File: config.mk
export PLATFORM = sky130hd
export DESIGN_NAME = mi4_div
export DESIGN_NICKNAME = d
export VERILOG_FILES = /design/src/sv/mi4_pkg.sv /design/src/sv/mi4_div.sv
export SDC_FILE = /design/constraint.sdc
export NUM_CORES = 1
export LEC_CHECK = 0
export BUFFER_PORTS_ARGS = -buffer_cell sky130_fd_sc_hd__buf_2
export CORE_AREA = 5 5 217 219
export CTS_BUF_LIST = sky130_fd_sc_hd__clkbuf_8
export DETAILED_ROUTE_END_ITERATION = 8
export DIE_AREA = 0 0 222 224
export MAX_ROUTING_LAYER = met4
export PLACE_DENSITY = 0.75
export SLEW_MARGIN = 20
export SYNTH_ARGS = -nofsm -noshare
export SYNTH_HDL_FRONTEND = slang
export SYNTH_SLANG_ARGS = --single-unit
File: constraint.sdc
create_clock -name i_clk -period 6.5 [get_ports i_clk]
set_input_delay 0.325 -clock i_clk [delete_from_list [all_inputs] [get_ports i_clk]]
set_output_delay 0.325 -clock i_clk [all_outputs]
set_load 0.02 [all_outputs]
File: src/sv/mi4_pkg.sv
package mi4_pkg;

    localparam int ELEM_W = 32;
    localparam int TOL_W  = 16;
    localparam int M2W    = 65;
    localparam int PROD_W = 65;
    localparam int CW     = 97;
    localparam int DW     = 131;

    typedef struct packed {
        logic signed [ELEM_W-1:0] element;
        logic                     first_element;
    } t_in_item;

    typedef struct packed {
        logic signed [ELEM_W-1:0] inverse_element;
        logic signed [ELEM_W-1:0] det_value;
        logic                     singular;
        logic                     saturated;
        logic                     last_result;
    } t_out_item;

    typedef struct packed {
        logic       mul_en;
        logic       acc_en;
        logic       to_m2;
        logic       clear;
        logic       negate;
        logic [1:0] chunk;
    } t_mac_ctl;

    typedef struct packed {
        logic              done;
        logic              big;
        logic [ELEM_W-1:0] quo;
    } t_div_res;

    function automatic logic [1:0] f_skip(input logic [1:0] i, input logic [1:0] x);
        f_skip = (i >= x) ? i + 2'd1 : i;
    endfunction

endpackage

File: src/sv/mi4_div.sv
module mi4_div #(
    parameter int FRAC_BITS = 16
) (
    input  logic                          i_clk,
    input  logic                          i_rst_n,
    input  logic                          i_start,
    input  logic signed [mi4_pkg::CW-1:0] i_cof,
    input  logic [mi4_pkg::DW-1:0]        i_dmag,
    output mi4_pkg::t_div_res             o_res
);
    import mi4_pkg::*;

    localparam int NW   = CW + 2 * FRAC_BITS;
    localparam int HW   = NW - 32;
    localparam int CMPW = (HW > DW) ? HW : DW;

    logic [CW-1:0]     w_mag;
    logic [NW-1:0]     r_num;
    logic [DW-1:0]     r_rem;
    logic [31:0]       r_low;
    logic [31:0]       r_quo;
    logic              r_big;
    logic              r_busy;
    logic              r_pre;
    logic              r_done;
    logic [4:0]        r_cnt;
    logic              w_big;
    logic [DW:0]       w_trial;
    logic              w_fit;

    assign w_mag   = i_cof[CW-1] ? CW'(-i_cof) : CW'(i_cof);
    assign w_big   = CMPW'(r_num[NW-1:32]) >= CMPW'(i_dmag);
    assign w_trial = {r_rem, r_low[31]};
    assign w_fit   = w_trial >= {1'b0, i_dmag};

    always_ff @(posedge i_clk) begin
        if (!i_rst_n) begin
            r_busy <= 1'b0;
            r_pre  <= 1'b0;
            r_done <= 1'b0;
            r_cnt  <= '0;
        end else begin
            r_done <= 1'b0;
            if (i_start) begin
                r_busy <= 1'b1;
                r_pre  <= 1'b1;
            end else if (r_busy && r_pre) begin
                r_pre <= 1'b0;
                r_cnt <= '0;
                if (w_big) begin
                    r_busy <= 1'b0;
                    r_done <= 1'b1;
                end
            end else if (r_busy) begin
                r_cnt <= r_cnt + 5'd1;
                if (r_cnt == 5'd31) begin
                    r_busy <= 1'b0;
                    r_done <= 1'b1;
                end
            end
        end
    end

    always_ff @(posedge i_clk) begin
        if (i_start) begin
            r_num <= NW'(w_mag) << (2 * FRAC_BITS);
        end else if (r_busy && r_pre) begin
            r_big <= w_big;
            r_rem <= DW'(r_num[NW-1:32]);
            r_low <= r_num[31:0];
            r_quo <= '0;
        end else if (r_busy) begin
            r_rem <= w_fit ? DW'(w_trial - {1'b0, i_dmag}) : DW'(w_trial);
            r_low <= {r_low[30:0], 1'b0};
            r_quo <= {r_quo[30:0], w_fit};
        end
    end

    assign o_res.done = r_done;
    assign o_res.big  = r_big;
    assign o_res.quo  = r_quo;

endmodule

==> results.cfg, run 1 <==
[cts]
post_cts_buffers = 0
clock_path_buffers = 3
clock_latency_ps = 680
cts_buffers = 50
clkTransAtPathRegs_ps = 60
clockRootBuffer = clkbuf_8
cts_tree = built
cts_sinks = 269
cts_htree_levels = 2

[synth]
syn_nets = 3431
ys.flop_type = edfxtp_1
synth_top_area_share_pct = 32.0
ys_types = 85
synth_area_per_cell_sq_um = 8.24
yosys_register_bits = 269
ys_seq_area_share_pct = 32.7
async_reset_ff_share_pct = 0
ys_warn_count = 0
synth-edff-count = 261
synth_compound_gate_area_share_pct = 22.8
netlist_top_cells_area = edfxtp_1 32%, ha_1 12%, a21oi_1 6.7%, nand2_1 5.6%, xnor2_1 5.5%
synthMuxAreaShare_pct = 0.0869
syn_inst = 2968
synth_xor_area_share_pct = 7.59
synthAdderAreaFrac_pct = 11.9
synth-simple-area-share_pct = 19.7
syn_area_sq_um = 24500
synth_top_family_by_area = compound AO/OA/AOI/OAI gates
synth_top_area_cell = edfxtp_1

[route]
wl_per_cell_um = 21.9
finalWirelength_mm = 84.3
vias_per_cell = 6.23
via_count = 24000
ant_nets = 0
drc = 0
first_pass_iters = 6
drt-initial-drc-count = 2219

[grt]
grt_pass1_vias = 23400
grt_first_pass_wirelength_mm = 129
grt_max_degree = 209
grt_use_total_pct = 33.1
overflow = 0
antenna_found_initial = 9

[critical_path]
cpPeakStageDelay_ps = 760
crit_chain = ha_1 > nand4_1 > or3_1 > nor3_1 > nand2_1 > o211ai_1 > a211oi_2 > o31ai_4 > buf_12 > nand2_1 > inv_1 > a21oi_1
slowest_stage = nand2_1
critPathMaxFanout = 130
path_delay_family = simple AND/OR/NAND/NOR gates
arrival_ps = 5450
crit_type = reg -> reg
critical_path_required_ps = 6880
setup.worst_path.start_class = flop
cpMostUsedCell = nand2_1
cp_num_buf_inv = 2
critical_path.endpoint_type = flop

[sta]
period_share_pct = 78.0
skew_ps = 49.8
setup_viol = 0
slew_viol_final = 0
setup_slack_ps = 1430
max_clock_freq_mhz = 197
tns_ps = 0
hold_violations = 0
grt_setup_unrepaired = no
finalWorstPathRequiredPeriod_ps = 5070
hold-worst-slack_ps = 24.1
worst_pin_slew_ps = 1110
relSlewSlack_pct = 26.2

[die]
core_area_sq_um = 44900
std_cell_rows = 78
start_util_pct = 54.5
io_pins = 265
die_h_um = 224
die_area_sq_um = 49700
die_w_um = 222

[placement]
dpl_worst_slack_ps = 1410
place.detailed.hpwl_mm = 65.3
gp_congestion = 1.03
io_buffers = 264

[outcome]
status = finished clean

[final_layout]
area.growth.synth_to_final_pct = 12.7
fin_nets = 3671
fill_cells = 4043
drive_above_1_share_pct = 11.8

[hold_path]
min_path_type = in -> reg

[power]
cellPowerDensity_nw_per_um2 = 226
power_leakage_uw = 0.0115
ir_drop_v = 0.000160

[run]
drv_cap = 0
==> cells by family after synthesis <==
| kind of cell | Yosys count |
|---|---|
| and+or+nand+nor | 1011 |
| adders and majority gates | 232 |
| AOI/OAI and AO/OA | 919 |
| buffers and inverters | 323 |
| muxes | 2 |
| xor gates and xnor gates | 212 |
| DFF | 269 |
==> sequential cells by signal (all words and copies together) (netlist names) <==
signal and cells:
r_rem 131, r_num 97, r_quo 32, r_cnt 5
r_big 1, r_busy 1, r_done 1, r_pre 1
==> placed cells by master (no fill, tap or decap), types with 92 or more instances in the layout <==
cell | Yosys | layout
nor2_1 | 233 | 233
nand2_1 | 365 | 364
o21ai_0 | 181 | 181
nand4_1 | 100 | 100
a21oi_1 | 327 | 327
inv_1 | 180 | 195
buf_2 | 34 | 263
edfxtp_1 | 261 | 261
a21o_1 | 92 | 92
xnor2_1 | 154 | 154
ha_1 | 231 | 231
==> layout make-up <==
type	instances	area, sq um	area share (%)
antenna	10	25.0	0.0907
tap	600	751	2.72
multi-input combinational	2376	15200	55.2
sequential	269	8000	29.0
clock inverter	38	193	0.699
inverter	180	681	2.47
clock buffer	53	729	2.64
timing repair buffer	331	1980	7.18
==> per-stage QoR <==
step	util [%]	cells	total power [uW]	cell area [sq um]
2_1_floorplan	-	2968	3890	24500
3_3_place_gp	58.2	3704	4540	26100
3_5_place_dp	58.2	3704	4580	26100
4_1_cts	61.4	3846	6190	27500
5_1_grt	61.4	3856	6570	27600
6_report	61.4	3857	6230	27600
==> cell usage after synthesis (all sizes together) (9+ instances only) <==
master,n
a21oi,328
nand4,100
nor3,50
a211oi,19
or3,32
a21boi,9
buf,44
o21a,29
nor2b,23
o21ai,229
nor2,233
o41ai,16
inv,180
o21bai,34
nand2,366
or4,17
ha,231
edfxtp,261
xor2,58
nor4,38
a31oi,52
o31ai,43
clkbuf,99
nand2b,24
o211ai,13
a21o,92
and3,15
and2,43
xnor2,154
nand3,46
==> report_power, final <==
group          total, uW  internal (uW)  switching, uW
Sequential          2270           2160            104
Clock               1590            792            798
Combinational       2370            896           1480
Total               6230           3850           2380
==> what timing repair did <==
| item | in CTS | in global routing |
|---|---|---|
| hold buffers | 51 | 1 |
| resized for setup | 0 | 0 |
| hold endpoints to repair | 52 | 1 |
==> final timing paths <==
check / start / endpoint / slack, ps / cells after the start
worst max register to register: r_rem[70]$_DFFE_PP_ / r_rem[86]$_DFFE_PP_ / 1430 / 12
worst min-delay path: i_cof[52] / r_num[84]$_DFFE_PP_ / 20 / 2
worst min register to register: r_cnt[1]$_SDFFE_PN0P_ / r_cnt[1]$_SDFFE_PN0P_ / 500 / 2
worst max-delay path: r_rem[70]$_DFFE_PP_ / r_rem[86]$_DFFE_PP_ / 1430 / 12
==> routing by layer <==
metal / vias up / wire length [um] / GRT usage [%]
met5: - / 0 / -
met4: 0 / 3390 / 12.0
met3: 186 / 6540 / 5.01
met2: 1097 / 38900 / 53.1
met1: 11400 / 35500 / 43.1
li1: 11400 / - / -
Power figures use the tool's default switching activity.
==> inputs of run 2 (changes only) <==
==> constraint.sdc (replaced) <==
create_clock -name i_clk -period 5 [get_ports i_clk]
set_input_delay 0.25 -clock i_clk [delete_from_list [all_inputs] [get_ports i_clk]]
set_output_delay 0.25 -clock i_clk [all_outputs]
set_load 0.02 [all_outputs]
==> run 2 against run 1 <==
Design area grew 2.5%. Flip-flop and latch count is the same. Critical endpoint is now r_rem[53]$_DFFE_PP_. Global-route usage shrank 0.18 points. Wire length shrank 0.93%. Count of clock-buffer cells in the layout shrank 2. Highest routed layer unchanged. Non-clock buffer count grew 70. Clock power grew 40%. Clock skew shrank 7.0 ps. Fmax grew 14%. Register-to-register slack lost 890 ps. Utilization grew 1.6 points.
==> results.cfg, run 2 (synthesized netlist as in run 1, its figures left out) <==
[cts]
cts_sinks = 269
cts_buffers = 49
cts_htree_levels = 2
cts_tree = built
post_cts_buffers = 0
clock_latency_ps = 650
clock_path_buffers = 3
clkTransAtPathRegs_ps = 60
clockRootBuffer = clkbuf_8

[sta]
tns_ps = 0
hold-worst-slack_ps = 71.6
relSlewSlack_pct = 16.7
finalWorstPathRequiredPeriod_ps = 4460
setup_viol = 0
period_share_pct = 89.2
slew_viol_final = 0
setup_slack_ps = 538
hold_violations = 0
skew_ps = 42.9
grt_setup_unrepaired = no
max_clock_freq_mhz = 224
worst_pin_slew_ps = 1240

[critical_path]
arrival_ps = 4830
critPathMaxFanout = 18
reg2reg_from = r_rem[29]$_DFFE_PP_
cp_num_buf_inv = 2
rr_worst_depth = 14
path_delay_family = simple AND/OR/NAND/NOR gates
r2r-end = r_rem[53]$_DFFE_PP_
rrSetupSlack_ps = 540
cpPeakStageDelay_ps = 680
slowest_stage = nor4_1
crit_chain = ha_1 > nand2_1 > nor4_1 > and2_1 > and3_1 > a311oi_2 > a21oi_2 > a211oi_2 > buf_4 > o31a_2 > buf_4 > and2_1 > a31oi_1 > a21oi_1
critical_path.endpoint_type = flop
setup.worst_path.start_class = flop
critical_path_required_ps = 5360
crit_type = reg -> reg

[hold_path]
min-delay-start = i_cof[12]
whs_path_depth = 2
hold-path-endpoint = r_num[44]$_DFFE_PP_
min_path_type = in -> reg

[power]
ir_drop_v = 0.000195
pwr-share-seq_pct = 35.4
totalPowerFinal_uw = 8320
p_int_uw = 5230
cellPowerDensity_nw_per_um2 = 294
clock_power_share_pct = 26.7
sw_frac_of_total_pct = 37.2
power_leakage_uw = 0.0118
p_sw_uw = 3090
combPwrFrac_pct = 38.0

[outcome]
status = finished clean

[grt]
grt_first_pass_wirelength_mm = 130
grt_pass1_vias = 24100
antenna_found_initial = 6
grt_use_total_pct = 33.0
overflow = 0
grt_max_degree = 102

[route]
drt-initial-drc-count = 2625
ant_nets = 0
wl_per_cell_um = 21.3
first_pass_iters = 6
finalWirelength_mm = 83.5
vias_per_cell = 6.30
via_count = 24700
drc = 0

[final_layout]
top_regs = r_rem x131, r_num x97, r_quo x32
drive_above_1_share_pct = 12.3
final_area_sq_um = 28300
final_cell_mix = 364 x nand2_1, 327 x a21oi_1, 263 x buf_2
multiInputGateArea_sq_um = 15200
largest_reg_flops = 131
max_flop_register = r_rem
layout_commonest_cell = nand2_1
fill_cells = 3865
fin_nets = 3740
register_area_sq_um = 8000
area.growth.synth_to_final_pct = 15.6

[die]
die_area_sq_um = 49700
io_pins = 265
die_w_um = 222
core_area_sq_um = 44900
std_cell_rows = 78
die_h_um = 224
start_util_pct = 54.5

[placement]
placed_area_sq_um = 26300
place.detailed.hpwl_mm = 64.9
io_buffers = 264
dpl_worst_slack_ps = 615
gp_congestion = 1.03

[run]
drv_cap = 0
-- run 2: cell types whose count changed in the layout (fill, tap and decap cells not counted), moves of 2 or more --
| cell | delta |
|---|---|
| diode_2 | -4 |
| clkinvlp_4 | -2 |
| buf_4 | +23 |
| buf_12 | +2 |
| clkbuf_8 | -2 |
| inv_1 | -2 |
| clkinv_2 | +2 |
| dlygate4sd3_1 | +45 |
| bufinv_16 | +4 |
| clkinv_1 | -3 |
-- run 2: area by class of cell --
type                       instances  share of cell area (%)
antenna                            6                  0.0531
clock buffer                      51                    2.48
clock inverter                    36                   0.991
inverter                         180                    2.41
multi-input combinational       2376                    53.8
sequential                       269                    28.3
tap                              600                    2.65
timing repair buffer             401                    9.35
-- run 2: what timing repair did --
item,CTS,global route
hold buffers,97,0
gates resized for setup,0,0
hold endpoints to repair,105,0
-- run 2: how the worst max path moves through the flow --
stage	start	end	slack [ps]	cells after the start
after detailed placement	i_dmag[49]	r_rem[53]$_DFFE_PP_	620	16
after global placement	i_dmag[49]	r_rem[53]$_DFFE_PP_	650	16
final	r_rem[29]$_DFFE_PP_	r_rem[53]$_DFFE_PP_	540	14
after CTS	r_rem[16]$_DFFE_PP_	r_rem[40]$_DFFE_PP_	580	14
after floorplan	r_busy$_SDFFE_PN0P_	r_cnt[2]$_SDFFE_PN0P_	430	7
after global routing	r_rem[46]$_DFFE_PP_	r_rem[64]$_DFFE_PP_	320	14
-- run 2: metrics by stage --
| stage | utilization [%] | std cells |
|---|---|---|
| 2_1_floorplan | - | 2968 |
| 3_3_place_gp | 58.6 | 3729 |
| 3_5_place_dp | 58.6 | 3729 |
| 4_1_cts | 63.0 | 3913 |
| 5_1_grt | 63.0 | 3919 |
| 6_report | 63.0 | 3919 |
-- run 2: power groups by stage --
stage | Sequential, uW | Clock, uW | Combinational (uW)
2_1_floorplan | 2960 | 0 | 2100
3_3_place_gp | 2970 | 0 | 2960
3_5_place_dp | 2980 | 0 | 3000
4_1_cts | 2930 | 2240 | 3080
5_1_grt | 2960 | 2350 | 3450
6_report | 2940 | 2220 | 3160
-- run 2: per-layer routing --
layer	vias up	routed length [um]	global-route usage [%]
met4	0	2830	10.8
met3	178	7180	6.15
met2	1208	38600	52.9
li1	11500	-	-
met5	-	0	-
met1	11800	34900	42.5
